**config.mk**
```make
export PLATFORM = sky130hd
export DESIGN_NAME = two_class_sorted_priority_list_core
export DESIGN_NICKNAME = d
export VERILOG_FILES = /design/src/design/tcspl_pkg.sv /design/src/design/two_class_sorted_priority_list_core.sv /design/src/design/tcspl_ram.sv
export SDC_FILE = /design/constraint.sdc
export NUM_CORES = 2
export LEC_CHECK = 0
export BUFFER_PORTS_ARGS = -buffer_cell sky130_fd_sc_hd__buf_2
export CELL_PAD_IN_SITES_DETAIL_PLACEMENT = 1
export CELL_PAD_IN_SITES_GLOBAL_PLACEMENT = 1
export CORE_UTILIZATION = 40
export CTS_CLUSTER_SIZE = 40
export DETAILED_ROUTE_END_ITERATION = 8
export PLACE_DENSITY_LB_ADDON = 0.1
export SLEW_MARGIN = 40
export SYNTH_ARGS = -nofsm -noshare
export SYNTH_HDL_FRONTEND = slang
export SYNTH_HIERARCHICAL = 1
export SYNTH_SLANG_ARGS = --single-unit
```
**constraint.sdc**
```tcl
create_clock -name i_clk -period 13.2 [get_ports i_clk]
set_input_delay 1.32 -clock i_clk [delete_from_list [all_inputs] [get_ports i_clk]]
set_output_delay 1.32 -clock i_clk [all_outputs]
set_load 0.1 [all_outputs]
```
**src/design/tcspl_pkg.sv**
```systemverilog
// Shared types and constants for the two-class sorted priority list.
`timescale 1ns / 1ps

package tcspl_pkg;

    localparam int KEY_W = 16;
    localparam int TAG_W = 16;
    localparam int CNT_W = 7;

    localparam logic OP_INSERT = 1'b0;
    localparam logic OP_CLEAR  = 1'b1;

    // Report steps, one memory read each.
    localparam logic [1:0] STEP_HEAD  = 2'd0;
    localparam logic [1:0] STEP_LAST  = 2'd1;
    localparam logic [1:0] STEP_GUEST = 2'd2;
    localparam logic [1:0] STEP_TAIL  = 2'd3;

    typedef struct packed {
        logic             member;
        logic [KEY_W-1:0] minutes;
        logic [TAG_W-1:0] tag;
    } t_slot;

    typedef struct packed {
        logic [CNT_W-1:0] count;
        logic             dropped;
        logic [TAG_W-1:0] head_tag;
        logic [KEY_W-1:0] head_minutes;
        logic             last_member_valid;
        logic [TAG_W-1:0] last_member_tag;
        logic             first_guest_valid;
        logic [TAG_W-1:0] first_guest_tag;
        logic [TAG_W-1:0] tail_tag;
    } t_result;

    typedef enum logic [2:0] {
        ST_IDLE,
        ST_READ,
        ST_CHECK,
        ST_WRITE_NEW,
        ST_RPT_READ,
        ST_RPT_CAPTURE,
        ST_DONE
    } t_state;

endpackage

```
**src/design/two_class_sorted_priority_list_core.sv**
```systemverilog
// Top level of the two-class sorted priority list.
`timescale 1ns / 1ps

// The list lives in one slot memory in list order, members first, each class sorted by
// ascending minutes. An insert walks backward from the tail, reading one slot and writing
// it one place up until it meets the slot that the new entry follows, then writes the new
// entry; a clear or a refused insert skips that walk. Every transaction then reads the
// memory once each for head, last member, first guest and tail. All of these reads share
// the single memory read port. One transaction is worked on at a time; a finished result
// waits in the output register while the next input is taken.
// There is no clearing pass after reset.

module two_class_sorted_priority_list_core #(
    parameter int LIST_DEPTH = 64
) (
    input  logic        i_clk,
    input  logic        i_rst_n,
    input  logic        i_in_valid,
    output logic        o_in_ready,
    input  logic        i_op,
    input  logic        i_entry_member,
    input  logic [15:0] i_entry_minutes,
    input  logic [15:0] i_entry_tag,
    output logic        o_out_valid,
    input  logic        i_out_ready,
    output logic [6:0]  o_count,
    output logic        o_dropped,
    output logic [15:0] o_head_tag,
    output logic [15:0] o_head_minutes,
    output logic        o_last_member_valid,
    output logic [15:0] o_last_member_tag,
    output logic        o_first_guest_valid,
    output logic [15:0] o_first_guest_tag,
    output logic [15:0] o_tail_tag
);

    localparam int AW = $clog2(LIST_DEPTH);
    localparam int CW = $clog2(LIST_DEPTH + 1);
    localparam logic [CW-1:0] FULL = CW'(LIST_DEPTH);

    tcspl_pkg::t_state  r_state, n_state;
    logic [CW-1:0]      r_idx, n_idx;
    logic [CW-1:0]      r_fill, n_fill;
    logic [CW-1:0]      r_members, n_members;
    logic [1:0]         r_step, n_step;
    logic               r_dropped, n_dropped;
    tcspl_pkg::t_slot   r_new, n_new;
    tcspl_pkg::t_result r_res, n_res;
    tcspl_pkg::t_result r_out, n_out;
    logic               r_out_valid, n_out_valid;

    logic               ram_we;
    logic [AW-1:0]      ram_waddr;
    tcspl_pkg::t_slot   ram_wdata;
    logic [AW-1:0]      ram_raddr;
    tcspl_pkg::t_slot   ram_rdata;

    logic               step_valid;
    logic [CW-1:0]      step_pos;
    logic               precedes;

    tcspl_ram #(
        .DEPTH (LIST_DEPTH),
        .AW    (AW)
    ) u_ram (
        .i_clk   (i_clk),
        .i_we    (ram_we),
        .i_waddr (ram_waddr),
        .i_wdata (ram_wdata),
        .i_raddr (ram_raddr),
        .o_rdata (ram_rdata)
    );

    // Which slot a report step looks at, and whether that slot exists.
    always_comb begin
        case (r_step)
            tcspl_pkg::STEP_HEAD: begin
                step_valid = (r_fill != '0);
                step_pos   = '0;
            end
            tcspl_pkg::STEP_LAST: begin
                step_valid = (r_members != '0);
                step_pos   = r_members - CW'(1);
            end
            tcspl_pkg::STEP_GUEST: begin
                step_valid = (r_members < r_fill);
                step_pos   = r_members;
            end
            tcspl_pkg::STEP_TAIL: begin
                step_valid = (r_fill != '0);
                step_pos   = r_fill - CW'(1);
            end
            default: begin
                step_valid = 1'b0;
                step_pos   = '0;
            end
        endcase
    end

    // The new entry goes in front of the slot just read when that slot is a guest and the
    // new one a member, or both share a class and the slot's key is not smaller.
    assign precedes = (r_new.member & ~ram_rdata.member) |
                      ((r_new.member == ram_rdata.member) &
                       (ram_rdata.minutes >= r_new.minutes));

    always_comb begin
        n_state     = r_state;
        n_idx       = r_idx;
        n_fill      = r_fill;
        n_members   = r_members;
        n_step      = r_step;
        n_dropped   = r_dropped;
        n_new       = r_new;
        n_res       = r_res;
        n_out       = r_out;
        n_out_valid = r_out_valid;
        ram_we      = 1'b0;
        ram_waddr   = r_idx[AW-1:0];
        ram_wdata   = r_new;
        ram_raddr   = '0;

        if (r_out_valid && i_out_ready) begin
            n_out_valid = 1'b0;
        end

        case (r_state)
            tcspl_pkg::ST_IDLE: begin
                if (i_in_valid) begin
                    n_step    = tcspl_pkg::STEP_HEAD;
                    n_dropped = 1'b0;
                    if (i_op == tcspl_pkg::OP_CLEAR) begin
                        n_fill    = '0;
                        n_members = '0;
                        n_state   = tcspl_pkg::ST_RPT_READ;
                    end else if (r_fill >= FULL) begin
                        n_dropped = 1'b1;
                        n_state   = tcspl_pkg::ST_RPT_READ;
                    end else begin
                        n_new.member  = i_entry_member;
                        n_new.minutes = i_entry_minutes;
                        n_new.tag     = i_entry_tag;
                        n_idx         = r_fill;
                        n_state       = tcspl_pkg::ST_READ;
                    end
                end
            end
            tcspl_pkg::ST_READ: begin
                ram_raddr = AW'(r_idx - CW'(1));
                if (r_idx == '0) begin
                    n_state = tcspl_pkg::ST_WRITE_NEW;
                end else begin
                    n_state = tcspl_pkg::ST_CHECK;
                end
            end
            tcspl_pkg::ST_CHECK: begin
                if (precedes) begin
                    ram_we    = 1'b1;
                    ram_wdata = ram_rdata;
                    n_idx     = r_idx - CW'(1);
                    n_state   = tcspl_pkg::ST_READ;
                end else begin
                    n_state = tcspl_pkg::ST_WRITE_NEW;
                end
            end
            tcspl_pkg::ST_WRITE_NEW: begin
                ram_we    = 1'b1;
                n_fill    = r_fill + CW'(1);
                n_members = r_members + CW'(r_new.member);
                n_state   = tcspl_pkg::ST_RPT_READ;
            end
            tcspl_pkg::ST_RPT_READ: begin
                ram_raddr = step_valid ? step_pos[AW-1:0] : '0;
                n_state   = tcspl_pkg::ST_RPT_CAPTURE;
            end
            tcspl_pkg::ST_RPT_CAPTURE: begin
                case (r_step)
                    tcspl_pkg::STEP_HEAD: begin
                        n_res.head_tag     = step_valid ? ram_rdata.tag : '0;
                        n_res.head_minutes = step_valid ? ram_rdata.minutes : '0;
                    end
                    tcspl_pkg::STEP_LAST: begin
                        n_res.last_member_valid = step_valid;
                        n_res.last_member_tag   = step_valid ? ram_rdata.tag : '0;
                    end
                    tcspl_pkg::STEP_GUEST: begin
                        n_res.first_guest_valid = step_valid;
                        n_res.first_guest_tag   = step_valid ? ram_rdata.tag : '0;
                    end
                    default: begin
                        n_res.tail_tag = step_valid ? ram_rdata.tag : '0;
                    end
                endcase
                n_res.count   = tcspl_pkg::CNT_W'(r_fill);
                n_res.dropped = r_dropped;
                if (r_step == tcspl_pkg::STEP_TAIL) begin
                    n_state = tcspl_pkg::ST_DONE;
                end else begin
                    n_step  = r_step + 2'd1;
                    n_state = tcspl_pkg::ST_RPT_READ;
                end
            end
            tcspl_pkg::ST_DONE: begin
                if (!r_out_valid || i_out_ready) begin
                    n_out       = r_res;
                    n_out_valid = 1'b1;
                    n_state     = tcspl_pkg::ST_IDLE;
                end
            end
            default: begin
                n_state = tcspl_pkg::ST_IDLE;
            end
        endcase
    end

    always_ff @(posedge i_clk) begin
        if (!i_rst_n) begin
            r_state     <= tcspl_pkg::ST_IDLE;
            r_fill      <= '0;
            r_members   <= '0;
            r_out_valid <= 1'b0;
            r_idx       <= '0;
            r_step      <= '0;
            r_dropped   <= 1'b0;
        end else begin
            r_state     <= n_state;
            r_fill      <= n_fill;
            r_members   <= n_members;
            r_out_valid <= n_out_valid;
            r_idx       <= n_idx;
            r_step      <= n_step;
            r_dropped   <= n_dropped;
        end
    end

    always_ff @(posedge i_clk) begin
        r_new <= n_new;
        r_res <= n_res;
        r_out <= n_out;
    end

    assign o_in_ready          = (r_state == tcspl_pkg::ST_IDLE);
    assign o_out_valid         = r_out_valid;
    assign o_count             = r_out.count;
    assign o_dropped           = r_out.dropped;
    assign o_head_tag          = r_out.head_tag;
    assign o_head_minutes      = r_out.head_minutes;
    assign o_last_member_valid = r_out.last_member_valid;
    assign o_last_member_tag   = r_out.last_member_tag;
    assign o_first_guest_valid = r_out.first_guest_valid;
    assign o_first_guest_tag   = r_out.first_guest_tag;
    assign o_tail_tag          = r_out.tail_tag;

endmodule

```
**src/design/tcspl_ram.sv**
```systemverilog
// Simple dual-port slot memory with one write port and a registered read port.
`timescale 1ns / 1ps

module tcspl_ram #(
    parameter int DEPTH = 64,
    parameter int AW    = 6
) (
    input  logic               i_clk,
    input  logic               i_we,
    input  logic [AW-1:0]      i_waddr,
    input  tcspl_pkg::t_slot   i_wdata,
    input  logic [AW-1:0]      i_raddr,
    output tcspl_pkg::t_slot   o_rdata
);

    tcspl_pkg::t_slot r_mem [DEPTH];
    tcspl_pkg::t_slot r_rdata;

    always_ff @(posedge i_clk) begin
        if (i_we) begin
            r_mem[i_waddr] <= i_wdata;
        end
    end

    always_ff @(posedge i_clk) begin
        r_rdata <= r_mem[i_raddr];
    end

    assign o_rdata = r_rdata;

endmodule

```
==> Flow_metrics.wiki <==
{| class="wikitable"
! Metric !! Value
|-
| Overall fraction of global-route tracks in use || 22.9%
|-
| RSZ-0062 raised after global routing || false
|-
| Hold Crit Endpoint || o_first_guest_tag[10]
|-
| Depth of the worst hold-timing path || 0
|-
| Reg2Reg Depth || 18
|-
| Netlist cell types || a little under 70
|-
| Setup Buffers After CTS || 0
|-
| CTS Buffer Depth || 3
|-
| Run status || finished, final reports clean
|-
| Average cell area after synthesis || ~21 um^2
|-
| Leakage power figure || approximately 32 nW
|-
| Maximum clock skew at final layout || about 0.044 ns
|-
| Most repeated cell in the gate-level netlist after synthesis || edfxtp_1
|-
| Transition time at the pin with the least slew margin || 0.896 ns
|-
| Worst min-delay path class || flop to flop
|-
| Top fanout value on the critical path || 35
|-
| Pwr Density || between 150 and 200 mW/mm^2
|-
| TritonCTS sink count || between 2k and 2.5k
|-
| Post-synthesis async set-or-reset flop share || 0%
|-
| Warnings from Yosys || 6
|-
| Number of gates resized after CTS || 0
|-
| Height of the die || between 400 and 500 um
|-
| Placed wire-length estimate || between 100 and 150 mm
|-
| Total congestion overflow || 0
|-
| Share of layout cells above drive strength 1 || 27.0%
|-
| Part of the Yosys area used for sequential elements || between 70% and 80%
|-
| Top cell types by occurrence after synthesis || 2325 x edfxtp_1, 485 x mux4_2, 133 x nand2_1
|-
| Cell types with the largest area share after synthesis || edfxtp_1 77%, mux4_2 12%, dfxtp_1 1.3%
|-
| Beginning of the worst hold path || r_res[26]
|-
| Number of hold buffers added after CTS || 0
|-
| Avg WL per Cell || roughly 34 um
|-
| Wire length of the first global-routing pass || 365 mm
|-
| Area enclosed by the die boundary || 0.229 mm^2
|-
| Cell at the root of the clock tree || clkbuf_16
|-
| Minimum period implied by the final worst setup slack || 6.41 ns
|-
| Pin count of the biggest net entering global routing || 93
|-
| Mapped Cells || 4223
|-
| Most used flip-flop cell after synthesis || edfxtp_1
|-
| Port bufs || about 130
|-
| Vias || between 40k and 50k
|-
| Max-slew violation total from the final report || 0
|-
| Worst supply voltage drop on vdd || between 0.1 and 0.15 mV
|-
| Final Hold Vio Count || 0
|-
| Reg-to-Reg End || u_ram/o_rdata[4]
|-
| Headroom to the max-slew limit || 40.3%
|-
| Post-layout nets || about 4.6k
|-
| P&R area growth vs syn || 14.5%
|-
| Reg-to-reg slack, setup || 6.79 ns
|-
| Antenna Nets Post-Route || 0
|-
| Remaining routing DRC violations || 0
|-
| Clock latency of the later-clocked register in the worst-skew pair || around 0.88 ns
|-
| WP data arrival || ~7 ns
|-
| CTS Buf Count || 240
|-
| FMAX || around 160 MHz
|-
| Critical path class || flop to flop
|-
| Max capacitance violation total || 0
|-
| Weighted congestion at the end of routability-driven global placement || approximately 0.77
|-
| Nature of the critical path startpoint || flop
|-
| FF+latch count, synth || around 2.4k
|-
| Initial Utilization || between 40% and 50%
|-
| Std cell rows || approximately 170
|-
| Total Wirelength || roughly 260 mm
|-
| Fraction of synthesized cell area taken by the top area cell type || between 70% and 80%
|-
| Top cell type by total area after synthesis || edfxtp_1
|-
| Area of the core region || between 0.2 and 0.25 mm^2
|-
| Count of H-tree levels built during CTS || 4
|-
| Number of synthesized flops with an enable pin || between 2k and 2.5k
|-
| Post-route worst hold slack || between 0.4 and 0.5 ns
|-
| CTS tree || built
|-
| CTS clock-pin slew for the worst setup and hold paths || about 0.060 ns
|-
| I/O pin cnt || 130
|-
| Via-per-instance ratio || between 5 and 6
|-
| Setup TNS || 0 ns
|-
| Worst Path Required || around 14 ns
|-
| Startpoint of the worst register-to-register path || r_fill[2]
|-
| Number of global-route vias before repair || 46.2k
|-
| Endpoints failing setup || 0
|-
| Die width || about 480 um
|-
| CP Capture Type || flop
|-
| Post-route clock period utilization || slightly below 50%
|-
| Number of search-and-repair iterations in the first detailed-routing pass || 7
|-
| Initial antenna violation count || 6
|-
| Net count after synthesis || between 4k and 5k
|-
| First DRT Iteration DRCs || ~4.3k
|-
| Synthesized area || 0.0907 mm^2
|}
## placed cells by master (no fill, tap or decap), drive strengths merged, types with 46 or more instances in the layout
cell type / instances
o221ai: 46
nand4: 49
clkinv: 115
and2: 48
a22oi: 81
nor2: 107
nand3: 92
nand2: 133
mux4: 485
buf: 299
mux2i: 98
clkbuf: 303
o22ai: 66
dfxtp: 61
edfxtp: 2325
## how the worst max path moves through the flow
| stage | end | slack, ns | startpoint | cells after the start |
|---|---|---|---|---|
| final | u_ram/o_rdata[4] | 6.79 | r_fill[2] | 18 |
| after floorplan | o_count[0] | 7.20 | i_out_ready | 2 |
| after detailed placement | u_ram/o_rdata[22] | 6.70 | r_fill[2] | 17 |
| after global routing | u_ram/o_rdata[8] | 6.46 | r_fill[2] | 17 |
| after CTS | u_ram/o_rdata[22] | 6.67 | r_fill[2] | 17 |
| after global placement | u_ram/o_rdata[22] | 6.45 | r_fill[2] | 16 |
## metal layers
metal,track usage [%],wire length [um],vias to the layer above
li1,-,-,18400
met1,32.8,116000,24800
met2,36.0,124000,1343
met3,3.91,14900,339
met4,6.93,7650,2
met5,0,13,-
## power by group
group	leakage (nW)	switching (mW)	internal [mW]	total [mW]
combinational	6.64	1.95	1.13	3.08
clock	3.77	2.90	3.81	6.71
sequential	21.5	0.189	8.58	8.77
## per-stage QoR
step	area (um^2)	utilization (%)	power [mW]	worst slack, ns	std cells
final	104000	46.2	18.6	6.79	7743
after global routing	104000	46.2	19.2	6.46	7741
after CTS	104000	46.1	18.8	6.67	7733
after detailed placement	96100	42.7	12.1	6.70	7285
after global placement	95700	42.5	12.0	6.45	7270
after floorplan	90700	-	10.8	7.20	4223
## area by class of cell
class                      count  area (um^2)
sequential                  2386        71000
fill                       20500       121000
clock buffer                 303         6420
antenna                        3         7.51
timing repair buffer         299         2300
multi-input combinational   1580        19000
tap                         2992         3740
clock inverter               145         1280
inverter                      35          131
## registers in the layout (all words and copies together) (netlist names), 7 cells and up
name               cells
u_ram/o_rdata         33
r_idx                  7
r_new                 33
u_ram/r_mem         2112
o_last_member_tag     16
r_res                 90
o_head_tag            16
o_tail_tag            16
o_head_minutes        16
o_first_guest_tag     16
o_count                7
r_members              7
r_fill                 7
## critical path: stages, from the launching register on
cell	delay [ns]
dfxtp_1	0.42
inv_1	0.17
ha_1	0.35
a21o_1	0.18
a31oi_1	0.13
o2111ai_1	0.18
a21oi_2	0.18
buf_4	0.34
nand2_1	0.41
o22ai_4	0.28
buf_4	0.41
buf_4	0.60
buf_4	0.59
nor2_4	0.20
buf_4	0.40
buf_4	0.34
a22oi_1	0.28
nand3_1	0.35
o221a_1	0.35
## cell families (layout without fill, tap and decap cells)
logic type      Yosys count  in the layout  synth area share [%]
fa+ha+maj                35             35                 0.483
simple gates            545            545                  3.01
flops                  2386           2386                  78.3
compound gates          361            361                  2.89
mux                     621            621                  13.6
other cells               0              3                     0
xor+xnor                 18             18                 0.174
buf+inv                 257            782                  1.55
Power figures use the tool's default switching activity.
